**src/sv/pcr_pkg.sv**
```systemverilog
package pcr_pkg;

   localparam int HASH_BYTES = 32;
   localparam int MSG_BITS   = 2 * HASH_BYTES * 8;
   localparam int ROUNDS     = 64;
   localparam int ROUND_W    = $clog2(ROUNDS);

   localparam logic [31:0] PAD_MARK = 32'h8000_0000;
   localparam logic [31:0] PAD_LEN  = 32'(MSG_BITS);

   localparam logic [31:0] ROUND_K [ROUNDS] = '{
      32'h428a2f98, 32'h71374491, 32'hb5c0fbcf, 32'he9b5dba5,
      32'h3956c25b, 32'h59f111f1, 32'h923f82a4, 32'hab1c5ed5,
      32'hd807aa98, 32'h12835b01, 32'h243185be, 32'h550c7dc3,
      32'h72be5d74, 32'h80deb1fe, 32'h9bdc06a7, 32'hc19bf174,
      32'he49b69c1, 32'hefbe4786, 32'h0fc19dc6, 32'h240ca1cc,
      32'h2de92c6f, 32'h4a7484aa, 32'h5cb0a9dc, 32'h76f988da,
      32'h983e5152, 32'ha831c66d, 32'hb00327c8, 32'hbf597fc7,
      32'hc6e00bf3, 32'hd5a79147, 32'h06ca6351, 32'h14292967,
      32'h27b70a85, 32'h2e1b2138, 32'h4d2c6dfc, 32'h53380d13,
      32'h650a7354, 32'h766a0abb, 32'h81c2c92e, 32'h92722c85,
      32'ha2bfe8a1, 32'ha81a664b, 32'hc24b8b70, 32'hc76c51a3,
      32'hd192e819, 32'hd6990624, 32'hf40e3585, 32'h106aa070,
      32'h19a4c116, 32'h1e376c08, 32'h2748774c, 32'h34b0bcb5,
      32'h391c0cb3, 32'h4ed8aa4a, 32'h5b9cca4f, 32'h682e6ff3,
      32'h748f82ee, 32'h78a5636f, 32'h84c87814, 32'h8cc70208,
      32'h90befffa, 32'ha4506ceb, 32'hbef9a3f7, 32'hc67178f2
   };

   localparam logic [31:0] INIT_H [8] = '{
      32'h6a09e667, 32'hbb67ae85, 32'h3c6ef372, 32'ha54ff53a,
      32'h510e527f, 32'h9b05688c, 32'h1f83d9ab, 32'h5be0cd19
   };

   // controller -> datapath command, at most one strobe per cycle
   typedef struct packed {
      logic               load;    // take request + old PCR, init state
      logic               round;   // one compression round
      logic               fold;    // add to chain, load padding block
      logic               commit;  // add to chain, write PCR
      logic [ROUND_W-1:0] rnd;     // round index for K
   } pcr_cmd_type;

   function automatic logic [31:0] big_sigma0(input logic [31:0] x);
      return {x[1:0], x[31:2]} ^ {x[12:0], x[31:13]} ^ {x[21:0], x[31:22]};
   endfunction

   function automatic logic [31:0] big_sigma1(input logic [31:0] x);
      return {x[5:0], x[31:6]} ^ {x[10:0], x[31:11]} ^ {x[24:0], x[31:25]};
   endfunction

   function automatic logic [31:0] small_sigma0(input logic [31:0] x);
      return {x[6:0], x[31:7]} ^ {x[17:0], x[31:18]} ^ {3'b000, x[31:3]};
   endfunction

   function automatic logic [31:0] small_sigma1(input logic [31:0] x);
      return {x[16:0], x[31:17]} ^ {x[18:0], x[31:19]} ^ {10'b0, x[31:10]};
   endfunction

endpackage

```
**src/sv/pcr_extend_sha256_core.sv**
```systemverilog
// Channel | Handshake            | Payload
// --------+----------------------+------------------------------------------
// req     | req_valid/req_stall  | req_value_word_0..3 : digest, big-endian
// rsp     | rsp_valid/rsp_stall  | rsp_pcr_word_0..3   : new PCR, big-endian
//
// One request runs as follows: the accept edge loads the block, then 64 rounds,
// a fold step, 64 rounds of the padding block and a commit step. The SHA-256
// compression unit is single and does one round per cycle.
// Synchronous active-high reset clears the PCR to zero and idles the controller.
// req_stall is high from acceptance until commit. The PCR register is the
// response register, so commit waits while a previous response is still stalled.
module pcr_extend_sha256_core
   import pcr_pkg::*;
(
   input  logic        clock,
   input  logic        reset,
   input  logic        req_valid,
   output logic        req_stall,
   input  logic [63:0] req_value_word_0,
   input  logic [63:0] req_value_word_1,
   input  logic [63:0] req_value_word_2,
   input  logic [63:0] req_value_word_3,
   output logic        rsp_valid,
   input  logic        rsp_stall,
   output logic [63:0] rsp_pcr_word_0,
   output logic [63:0] rsp_pcr_word_1,
   output logic [63:0] rsp_pcr_word_2,
   output logic [63:0] rsp_pcr_word_3
);

   pcr_cmd_type cmd;

   // sequencer: load, two 64-round passes, fold, commit
   pcr_ctrl u_ctrl (
      .clock     (clock),
      .reset     (reset),
      .req_valid (req_valid),
      .req_stall (req_stall),
      .rsp_valid (rsp_valid),
      .rsp_stall (rsp_stall),
      .cmd       (cmd)
   );

   // message window, working variables, chaining value and PCR
   pcr_dp u_dp (
      .clock            (clock),
      .reset            (reset),
      .cmd              (cmd),
      .req_value_word_0 (req_value_word_0),
      .req_value_word_1 (req_value_word_1),
      .req_value_word_2 (req_value_word_2),
      .req_value_word_3 (req_value_word_3),
      .pcr_word_0       (rsp_pcr_word_0),
      .pcr_word_1       (rsp_pcr_word_1),
      .pcr_word_2       (rsp_pcr_word_2),
      .pcr_word_3       (rsp_pcr_word_3)
   );

`ifndef SYNTHESIS
   // at most one datapath operation per cycle
   a_cmd_onehot: assert property (@(posedge clock) disable iff (reset)
      $onehot0({cmd.load, cmd.round, cmd.fold, cmd.commit}))
      else $error("multiple datapath commands in one cycle");

   // load happens only on an accepted request
   a_load_on_accept: assert property (@(posedge clock) disable iff (reset)
      cmd.load |-> (req_valid && !req_stall))
      else $error("load without accepted request");

   // one request in flight: stall right after acceptance
   a_stall_after_accept: assert property (@(posedge clock) disable iff (reset)
      (req_valid && !req_stall) |=> req_stall)
      else $error("request accepted while busy");

   // commit always raises a response
   a_commit_rsp: assert property (@(posedge clock) disable iff (reset)
      cmd.commit |=> rsp_valid)
      else $error("commit without response");
`endif

endmodule

```
**src/sv/pcr_ctrl.sv**
```systemverilog
module pcr_ctrl
   import pcr_pkg::*;
(
   input  logic        clock,
   input  logic        reset,
   input  logic        req_valid,
   output logic        req_stall,
   output logic        rsp_valid,
   input  logic        rsp_stall,
   output pcr_cmd_type cmd
);

   typedef enum logic [4:0] {
      ST_IDLE = 5'b00001,
      ST_RND1 = 5'b00010,
      ST_FIN1 = 5'b00100,
      ST_RND2 = 5'b01000,
      ST_FIN2 = 5'b10000
   } pcr_state_type;

   localparam logic [ROUND_W-1:0] LAST_ROUND = ROUND_W'(ROUNDS - 1);

   pcr_state_type      state_ff, state_in;
   logic [ROUND_W-1:0] rnd_ff, rnd_in;
   logic               rsp_valid_ff, rsp_valid_in;

   assign req_stall = (state_ff != ST_IDLE);
   assign rsp_valid = rsp_valid_ff;

   always_comb begin
      state_in   = state_ff;
      rnd_in     = rnd_ff;
      cmd        = '0;
      cmd.rnd    = rnd_ff;
      case (state_ff)
         ST_IDLE: begin
            if (req_valid) begin
               cmd.load = 1'b1;
               rnd_in   = '0;
               state_in = ST_RND1;
            end
         end
         ST_RND1: begin
            cmd.round = 1'b1;
            rnd_in    = rnd_ff + 1'b1;
            if (rnd_ff == LAST_ROUND) state_in = ST_FIN1;
         end
         ST_FIN1: begin
            cmd.fold = 1'b1;
            rnd_in   = '0;
            state_in = ST_RND2;
         end
         ST_RND2: begin
            cmd.round = 1'b1;
            rnd_in    = rnd_ff + 1'b1;
            if (rnd_ff == LAST_ROUND) state_in = ST_FIN2;
         end
         ST_FIN2: begin
            // PCR doubles as the response register: hold while it is unread
            if (!(rsp_valid_ff && rsp_stall)) begin
               cmd.commit = 1'b1;
               state_in   = ST_IDLE;
            end
         end
         default: begin
            state_in = ST_IDLE;
         end
      endcase
   end

   always_comb begin
      rsp_valid_in = rsp_valid_ff;
      if (rsp_valid_ff && !rsp_stall) rsp_valid_in = 1'b0;
      if (cmd.commit) rsp_valid_in = 1'b1;
   end

   always_ff @(posedge clock) begin
      if (reset) begin
         state_ff     <= ST_IDLE;
         rnd_ff       <= '0;
         rsp_valid_ff <= 1'b0;
      end else begin
         state_ff     <= state_in;
         rnd_ff       <= rnd_in;
         rsp_valid_ff <= rsp_valid_in;
      end
   end

endmodule

```
**src/sv/pcr_dp.sv**
```systemverilog
module pcr_dp
   import pcr_pkg::*;
(
   input  logic        clock,
   input  logic        reset,
   input  pcr_cmd_type cmd,
   input  logic [63:0] req_value_word_0,
   input  logic [63:0] req_value_word_1,
   input  logic [63:0] req_value_word_2,
   input  logic [63:0] req_value_word_3,
   output logic [63:0] pcr_word_0,
   output logic [63:0] pcr_word_1,
   output logic [63:0] pcr_word_2,
   output logic [63:0] pcr_word_3
);

   logic [31:0] w_ff    [16];
   logic [31:0] w_in    [16];
   logic [31:0] work_ff [8];
   logic [31:0] work_in [8];
   logic [31:0] hash_ff [8];
   logic [31:0] hash_in [8];
   logic [63:0] pcr_ff  [4];
   logic [63:0] pcr_in  [4];

   logic [63:0] req_w   [4];
   logic [31:0] sum     [8];
   logic [31:0] w_next;
   logic [31:0] t1;
   logic [31:0] t2;
   logic [31:0] ch;
   logic [31:0] maj;

   assign req_w[0] = req_value_word_0;
   assign req_w[1] = req_value_word_1;
   assign req_w[2] = req_value_word_2;
   assign req_w[3] = req_value_word_3;

   // window holds W[t..t+15]; compute W[t+16]
   assign w_next = w_ff[0] + small_sigma0(w_ff[1]) + w_ff[9] + small_sigma1(w_ff[14]);

   assign ch  = (work_ff[4] & work_ff[5]) ^ (~work_ff[4] & work_ff[6]);
   assign maj = (work_ff[0] & work_ff[1]) ^ (work_ff[0] & work_ff[2])
              ^ (work_ff[1] & work_ff[2]);
   assign t1  = work_ff[7] + big_sigma1(work_ff[4]) + ch + ROUND_K[cmd.rnd] + w_ff[0];
   assign t2  = big_sigma0(work_ff[0]) + maj;

   always_comb begin
      for (int i = 0; i < 8; i++) sum[i] = hash_ff[i] + work_ff[i];
   end

   always_comb begin
      w_in    = w_ff;
      work_in = work_ff;
      hash_in = hash_ff;
      pcr_in  = pcr_ff;
      if (cmd.load) begin
         for (int i = 0; i < 4; i++) begin
            w_in[2*i]     = pcr_ff[i][63:32];
            w_in[2*i+1]   = pcr_ff[i][31:0];
            w_in[8+2*i]   = req_w[i][63:32];
            w_in[8+2*i+1] = req_w[i][31:0];
         end
         work_in = INIT_H;
         hash_in = INIT_H;
      end
      if (cmd.round) begin
         for (int i = 0; i < 15; i++) w_in[i] = w_ff[i+1];
         w_in[15]   = w_next;
         work_in[7] = work_ff[6];
         work_in[6] = work_ff[5];
         work_in[5] = work_ff[4];
         work_in[4] = work_ff[3] + t1;
         work_in[3] = work_ff[2];
         work_in[2] = work_ff[1];
         work_in[1] = work_ff[0];
         work_in[0] = t1 + t2;
      end
      if (cmd.fold) begin
         hash_in = sum;
         work_in = sum;
         for (int i = 0; i < 16; i++) w_in[i] = '0;
         w_in[0]  = PAD_MARK;
         w_in[15] = PAD_LEN;
      end
      if (cmd.commit) begin
         for (int i = 0; i < 4; i++) pcr_in[i] = {sum[2*i], sum[2*i+1]};
      end
   end

   always_ff @(posedge clock) begin
      w_ff    <= w_in;
      work_ff <= work_in;
      hash_ff <= hash_in;
   end

   always_ff @(posedge clock) begin
      if (reset) begin
         for (int i = 0; i < 4; i++) pcr_ff[i] <= '0;
      end else begin
         pcr_ff <= pcr_in;
      end
   end

   assign pcr_word_0 = pcr_ff[0];
   assign pcr_word_1 = pcr_ff[1];
   assign pcr_word_2 = pcr_ff[2];
   assign pcr_word_3 = pcr_ff[3];

endmodule
```
**config.mk**
```make
export PLATFORM = sky130hd
export DESIGN_NAME = pcr_extend_sha256_core
export DESIGN_NICKNAME = d
export VERILOG_FILES = /design/src/sv/pcr_pkg.sv /design/src/sv/pcr_extend_sha256_core.sv /design/src/sv/pcr_ctrl.sv /design/src/sv/pcr_dp.sv
export SDC_FILE = /design/constraint.sdc
export NUM_CORES = 2
export LEC_CHECK = 0
export BUFFER_PORTS_ARGS = -buffer_cell sky130_fd_sc_hd__clkbuf_2
export CAP_MARGIN = 20
export CORE_MARGIN = 2
export CORE_UTILIZATION = 30
export CTS_CLUSTER_DIAMETER = 150
export CTS_CLUSTER_SIZE = 40
export DETAILED_ROUTE_END_ITERATION = 6
export GPL_TIMING_DRIVEN = 0
export PLACE_DENSITY = 0.55
export SLEW_MARGIN = 0
export SYNTH_ARGS = -nofsm -noshare
export SYNTH_HDL_FRONTEND = slang
export SYNTH_HIERARCHICAL = 1
export SYNTH_SLANG_ARGS = --single-unit
```
**constraint.sdc**
```tcl
create_clock -name clock -period 9.1 [get_ports clock]
set_input_delay 1.82 -clock clock [delete_from_list [all_inputs] [get_ports clock]]
set_output_delay 1.82 -clock clock [all_outputs]
set_load 0.01 [all_outputs]
```
======== Word level (Yosys, flattened, before mapping) ========
Memory sizes are Yosys's and may differ from the RTL's.
Cells that the tools add are included.
word-level totals
  register bits after elaboration ......... 1,292
  bits of input ports ..................... 260
  memory bits (writable) .................. 0
  word-level logic and storage cells ...... 123
  ROM bits ................................ 2,048
  bits in latches ......................... 0
  memories kept ........................... 1
cells by class
  shifts and indexed selects .............. 0
  $mul .................................... 0
  mux-type cells .......................... 23
  bitwise gates (word level) .............. 18
  $add $sub $neg .......................... 19
  reductions and logical operators ........ 11
  divide/modulo/power cells ............... 0
  magnitude comparators ................... 1
  equal/unequal tests ..................... 11
memories
  memory            words  bits a word  read ports  clocked after memory_dff  write ports  line          text
  (name not given)  64     32           1           0                         0            pcr_dp.sv:45  assign t1 = work_ff[7] + big_sigma1(work_ff[4]) + ch + ROUND_K[cmd.rnd] + w_ff[0];
operator list
  operator                                                  count
  two-way mux 256 bit                                       4
  two-way mux 512 bit                                       2
  adder 32 bit                                              18
  XOR 32 bit                                                9
  AND 32 bit                                                5
  two-way mux 32 bit                                        2
  NOT 32 bit                                                1
  XOR 32 x 22 -> 32 bit                                     1
  XOR 32 x 29 -> 32 bit                                     1
  case mux 5 bit (5 select lines)                           1
  two-way mux 5 bit                                         4
  case mux 6 bit (3 select lines)                           1
  two-way mux 1 bit                                         8
  greater-or-equal comparator 7 bit, second input constant  1
  NOT 6 -> 7 bit                                            1
  adder 6 x 1 -> 6 bit, second input constant               1
  equality test 6 bit, second input constant                1
  two-way mux 6 bit                                         1
  nonzero test 2 bit                                        3
  nonzero test 3 bit                                        2
  equality test 5 x 1 -> 1 bit, second input constant       1
  equality test 5 x 2 -> 1 bit, second input constant       1
  equality test 5 x 3 -> 1 bit, second input constant       1
  equality test 5 x 4 -> 1 bit, second input constant       1
  other kinds (9)                                           12

======== Longest topological paths before layout ========
  depth in word-level cells ............... 9
  depth in mapped cells ................... 38
  gate-level depth less buffers ........... 37

======== Hierarchy ========
Netlist, hierarchy kept.
modules (own cells, without submodules)
  module    instances  area an instance (µm²)  cells an instance
  pcr_dp    1          78,825.6                8,577
  pcr_ctrl  1          735.7                   87

======== Least setup slack after synthesis ========
OpenSTA, ideal clock, no wires.
  path type ............................... input -> register
  start point ............................. input req_valid
  end point ............................... register u_dp/work_ff[0] in the netlist's numbering (enable)
  cell stages on the path ................. 7
  arrival ................................. 8.538 ns
  slack ................................... -0.071 ns
  cells stage by stage .................... nand2_1 > inv_1 > clkbuf_1 > clkbuf_1 > clkbuf_1 > clkbuf_1 > or3_1
RTL lines
  item                  line                          text
  start, declared       pcr_extend_sha256_core.sv:17  input logic req_valid,
  end signal, assigned  pcr_dp.sv:93                  work_ff <= work_in;
  end, declared         pcr_dp.sv:19                  logic [31:0] work_ff [8];

==> run summary <==
The floorplan has 189 rows. The tools report the initial antenna violation count as 30. The tools report the initial core utilization as 0.301. Cell with the biggest individual delay on the critical path: sky130_fd_sc_hd__clkbuf_1.

Based on the critical path, the design can be clocked at up to 112 MHz. The average wire per cell in the routed design was 31.5 um. The flow ran to the end, and the final reports show no timing, DRC or antenna violations. A synthesized cell averages 9.18 um2. The post-detailed-placement cell area came out at 0.0875 mm2.

The worst register-to-register path ends at u_dp/work_ff[252]$_DFFE_PP_. The die covers 0.269 mm2. The share of Yosys cell area claimed by the top area cell type was 0.196.

After technology mapping, the gate count stands at 8664. The worst register-to-register path has a depth of 30. The height of the die works out to 519 um. The share of the clock period used by the worst path came out at 0.982.

The clock reaches the later pin of the worst-skew pair after 810 ps. The most critical setup path has its startpoint at u_ctrl/rnd_ff[2]$_SDFFE_PP0P_. The weighted congestion reported at the end of routability-driven placement was 1.05.

The layer flagged by global routing as most heavily used is met2. Counting I/O delays and the setup requirement, the final critical path takes 8930 ps. Setup violations remaining at the end of the flow were counted as 0. The pre-antenna-repair detailed-routing pass consisted of 6 iterations.

Sink of the worst hold path: u_ctrl/rsp_valid$_SDFFE_PP0P_. Fill cells in the final layout number 27600. In this run the worst path has a maximum fanout of 11.

Summed over all instances, the cell type with the most area after synthesis is sky130_fd_sc_hd__dfxtp_1. Port buffering added 517 buffers. The global route total overflow is 0, and the number of nets in the final layout is 10100.

The worst stage delay on the critical path is 740 ps, and the data required time of the critical path is 9590 ps. Critical path class: reg -> reg. The finished cells cover 0.0893 mm2.

The clock-pin transition on the worst setup and hold timing paths was 170 ps; the ratio of routed vias to standard cells was 5.56. The source of the worst hold timing path was u_ctrl/rsp_valid$_SDFFE_PP0P_. Wires add up to 405000 um. Entering global routing, the biggest net connects 55 pins. The met3 usage is 0.0451. The critical path's most frequent cell is sky130_fd_sc_hd__inv_1. Yosys attributes the largest share of cell area to sky130_fd_sc_hd__dfxtp_1 (20%), sky130_fd_sc_hd__edfxtp_1 (19%), sky130_fd_sc_hd__mux2i_1 (7.1%). The total of max-cap violations is 0, and the internal reg-to-reg setup slack is 170 ps. The net count after synthesis is 9510. After detailed routing, the number of remaining DRC violations is 0. The run gives 0 as the number of endpoints with negative hold slack in the final report. The worst hold path belongs to the class reg -> reg.

The kind of start point of the critical path is a flip-flop. In this run, synthesis produced a sequential element count of 1292. The global-route track usage on met1 is 0.374, and the relative max-transition margin is 0.132. Hold repair after CTS inserted 0 buffers. The proportion of register bits with asynchronous set or reset after synthesis works out to 0. The endpoint arrival time on the critical path was 9420 ps.

Overall fraction of global-route tracks in use: 0.288. The share of cells above drive strength 1 came out at 0.0896. The first global-routing pass estimated 545000 um of wire. Sequential-to-total area share from yosys stat: 0.390.

The startpoint identified for the worst register-to-register timing path is u_ctrl/rnd_ff[2]$_SDFFE_PP0P_. STA classifies the critical path endpoint as a flip-flop. The logs give 0 for the number of routed nets with antenna violations and 6 for the count of synthesis-stage warnings from yosys. TritonCTS built the clock tree. The number of pins with negative max-slew slack in the final report is 0, and the number of buffers between clock root and the deepest sink is 3. The post-synthesis instance area is 0.0796 mm2. The area of the core came out at 0.264 mm2. The count of H-tree levels built during CTS came out at 2.

The pin slew with the least headroom to its limit was 1300 ps; the number of cells traversed by the worst hold path was 2. Once detailed placement completed, the half-perimeter wirelength came to 332000 um. For the clock net sink count, the log shows 1292. CTS placed an instance of sky130_fd_sc_hd__clkbuf_16 at the clock tree root. The area growth from synthesis to layout is 12.2%.

The run gives 128 ps as the final setup skew. The boundary pin count is 518, and the met2 global-route usage is 0.450. The total negative setup slack came out at 0 ps. The number of buffers added by the clock tree synthesis step was 40.

Hold timing on the final database bottoms out at a slack of 492 ps. In this run, synthesis inferred 512 flip-flops with an integrated enable. For the distinct cell type count after synthesis, the log shows 102.

The tools report the number of global-route vias before repair as 66100. Among all flip-flop cells after synthesis, the most frequent one is sky130_fd_sc_hd__dfxtp_1. The total vias in the final route is 71600, and the horizontal die dimension is 519 um. For the initial detailed-routing violation count, the log shows 9038.
## flip-flops by register name (all words and copies together), names as in the netlist, 5 cells and up
signal,cells
u_dp/w_ff,512
u_dp/hash_ff,256
u_dp/work_ff,256
u_dp/pcr_word_0,64
u_dp/pcr_word_1,64
u_dp/pcr_word_2,64
u_dp/pcr_word_3,64
u_ctrl/rnd_ff,6
u_ctrl/state_ff,5
## worst max path at each step
stage,end,cells after the start
finish,u_dp/work_ff[252]$_DFFE_PP_,30
global route,u_dp/work_ff[255]$_DFFE_PP_,38
CTS,u_dp/work_ff[255]$_DFFE_PP_,38
detailed placement,u_dp/work_ff[255]$_DFFE_PP_,40
global placement,u_dp/work_ff[255]$_DFFE_PP_,38
floorplan,u_dp/work_ff[254]$_DFFE_PP_,35
## cells in the mapped netlist (all sizes together) (55+ instances only)
cell and n:
a211oi 164, a21o 320, a21oi 844, a31oi 55, and2 145, buf 103, clkbuf 436, dfxtp 780
edfxtp 512, fa 196, ha 390, inv 458, mux2i 566, nand2 411, nand2b 62, nand3 60
nor2 1331, nor2b 125, nor3 69, o21a 207, o21ai 275, xnor2 362, xor2 227
## worst max-delay path, delay by kind of cell, from the launching register on
kind	cells	cell delay [ps]
simple gates	4	800
xor+xnor	2	540
compound gates	13	3130
buf+inv	6	1700
fa+ha+maj	5	2100
flops	1	440
## placed cells by master (no fill, tap or decap), types with 29 or more instances in the layout
| cell | instances |
|---|---|
| sky130_fd_sc_hd__a211oi_1 | 160 |
| sky130_fd_sc_hd__a21o_1 | 320 |
| sky130_fd_sc_hd__a21oi_1 | 838 |
| sky130_fd_sc_hd__a31oi_1 | 53 |
| sky130_fd_sc_hd__and2_1 | 145 |
| sky130_fd_sc_hd__and3_1 | 46 |
| sky130_fd_sc_hd__buf_1 | 86 |
| sky130_fd_sc_hd__buf_8 | 29 |
| sky130_fd_sc_hd__clkbuf_1 | 414 |
| sky130_fd_sc_hd__clkbuf_16 | 40 |
| sky130_fd_sc_hd__clkbuf_2 | 550 |
| sky130_fd_sc_hd__dfxtp_1 | 777 |
| sky130_fd_sc_hd__edfxtp_1 | 512 |
| sky130_fd_sc_hd__fa_1 | 196 |
| sky130_fd_sc_hd__ha_1 | 388 |
| sky130_fd_sc_hd__inv_1 | 453 |
| sky130_fd_sc_hd__mux2_2 | 37 |
| sky130_fd_sc_hd__mux2i_1 | 566 |
| sky130_fd_sc_hd__nand2_1 | 409 |
| sky130_fd_sc_hd__nand2b_1 | 62 |
| sky130_fd_sc_hd__nand3_1 | 60 |
| sky130_fd_sc_hd__nor2_1 | 1326 |
| sky130_fd_sc_hd__nor2b_1 | 125 |
| sky130_fd_sc_hd__nor3_1 | 66 |
| sky130_fd_sc_hd__o21a_1 | 207 |
| sky130_fd_sc_hd__o21ai_0 | 240 |
| sky130_fd_sc_hd__o21ai_1 | 32 |
| sky130_fd_sc_hd__o21bai_1 | 46 |
| sky130_fd_sc_hd__o22ai_1 | 33 |
| sky130_fd_sc_hd__or3_1 | 29 |
| sky130_fd_sc_hd__xnor2_1 | 357 |
| sky130_fd_sc_hd__xor2_1 | 222 |
## kinds of logic after synthesis
| logic type | after synthesis | share of synthesized area |
|---|---|---|
| adder cells (fa/ha/maj) | 589 | 0.111 |
| multiplexers | 608 | 0.0779 |
| flip-flops | 1292 | 0.390 |
| AO/OA/AOI/OAI | 2217 | 0.178 |
| XOR/XNOR | 591 | 0.0654 |
| AND/OR/NAND/NOR | 2370 | 0.131 |
| buffers and inverters | 997 | 0.0474 |
## per-stage QoR
| stage | std cells | util | setup WS (ps) |
|---|---|---|---|
| global placement | 12700 | 0.327 | -2880 |
| CTS | 12800 | 0.337 | -43.7 |
| floorplan | 8664 | - | 1650 |
| global route | 12900 | 0.338 | -58.2 |
| finish | 12900 | 0.338 | 167 |
| detailed placement | 12800 | 0.331 | -1870 |
## metal layers
layer | vias to the layer above | part of all wire
met1 | 35500 | 0.40
met4 | 24 | 0.077
li1 | 31300 | -
met2 | 4005 | 0.44
met3 | 707 | 0.087
met5 | - | 0.00094
## what timing repair did
action | 4_1_cts | 5_1_grt
resized for setup | 50 | 61
endpoints found under the setup margin | 37 | 15
cloned | 0 | 0
buffers inserted | 6 | 10
pin swaps | 3 | 3
## layout make-up
type                       instances  area (um2)  area share
multi-input combinational       6375       45000       0.504
sequential                      1292       31000       0.347
tap                             3533        4420      0.0495
timing repair buffer             588        3720      0.0417
buffer                           536        2110      0.0236
inverter                         458        1730      0.0193
clock buffer                      58        1080      0.0121
clock inverter                    11         173     0.00193
antenna                           11        27.5    0.000308
Power is not shown: default switching activity piles up to over one toggle a cycle in this logic, so the estimate is an artifact.
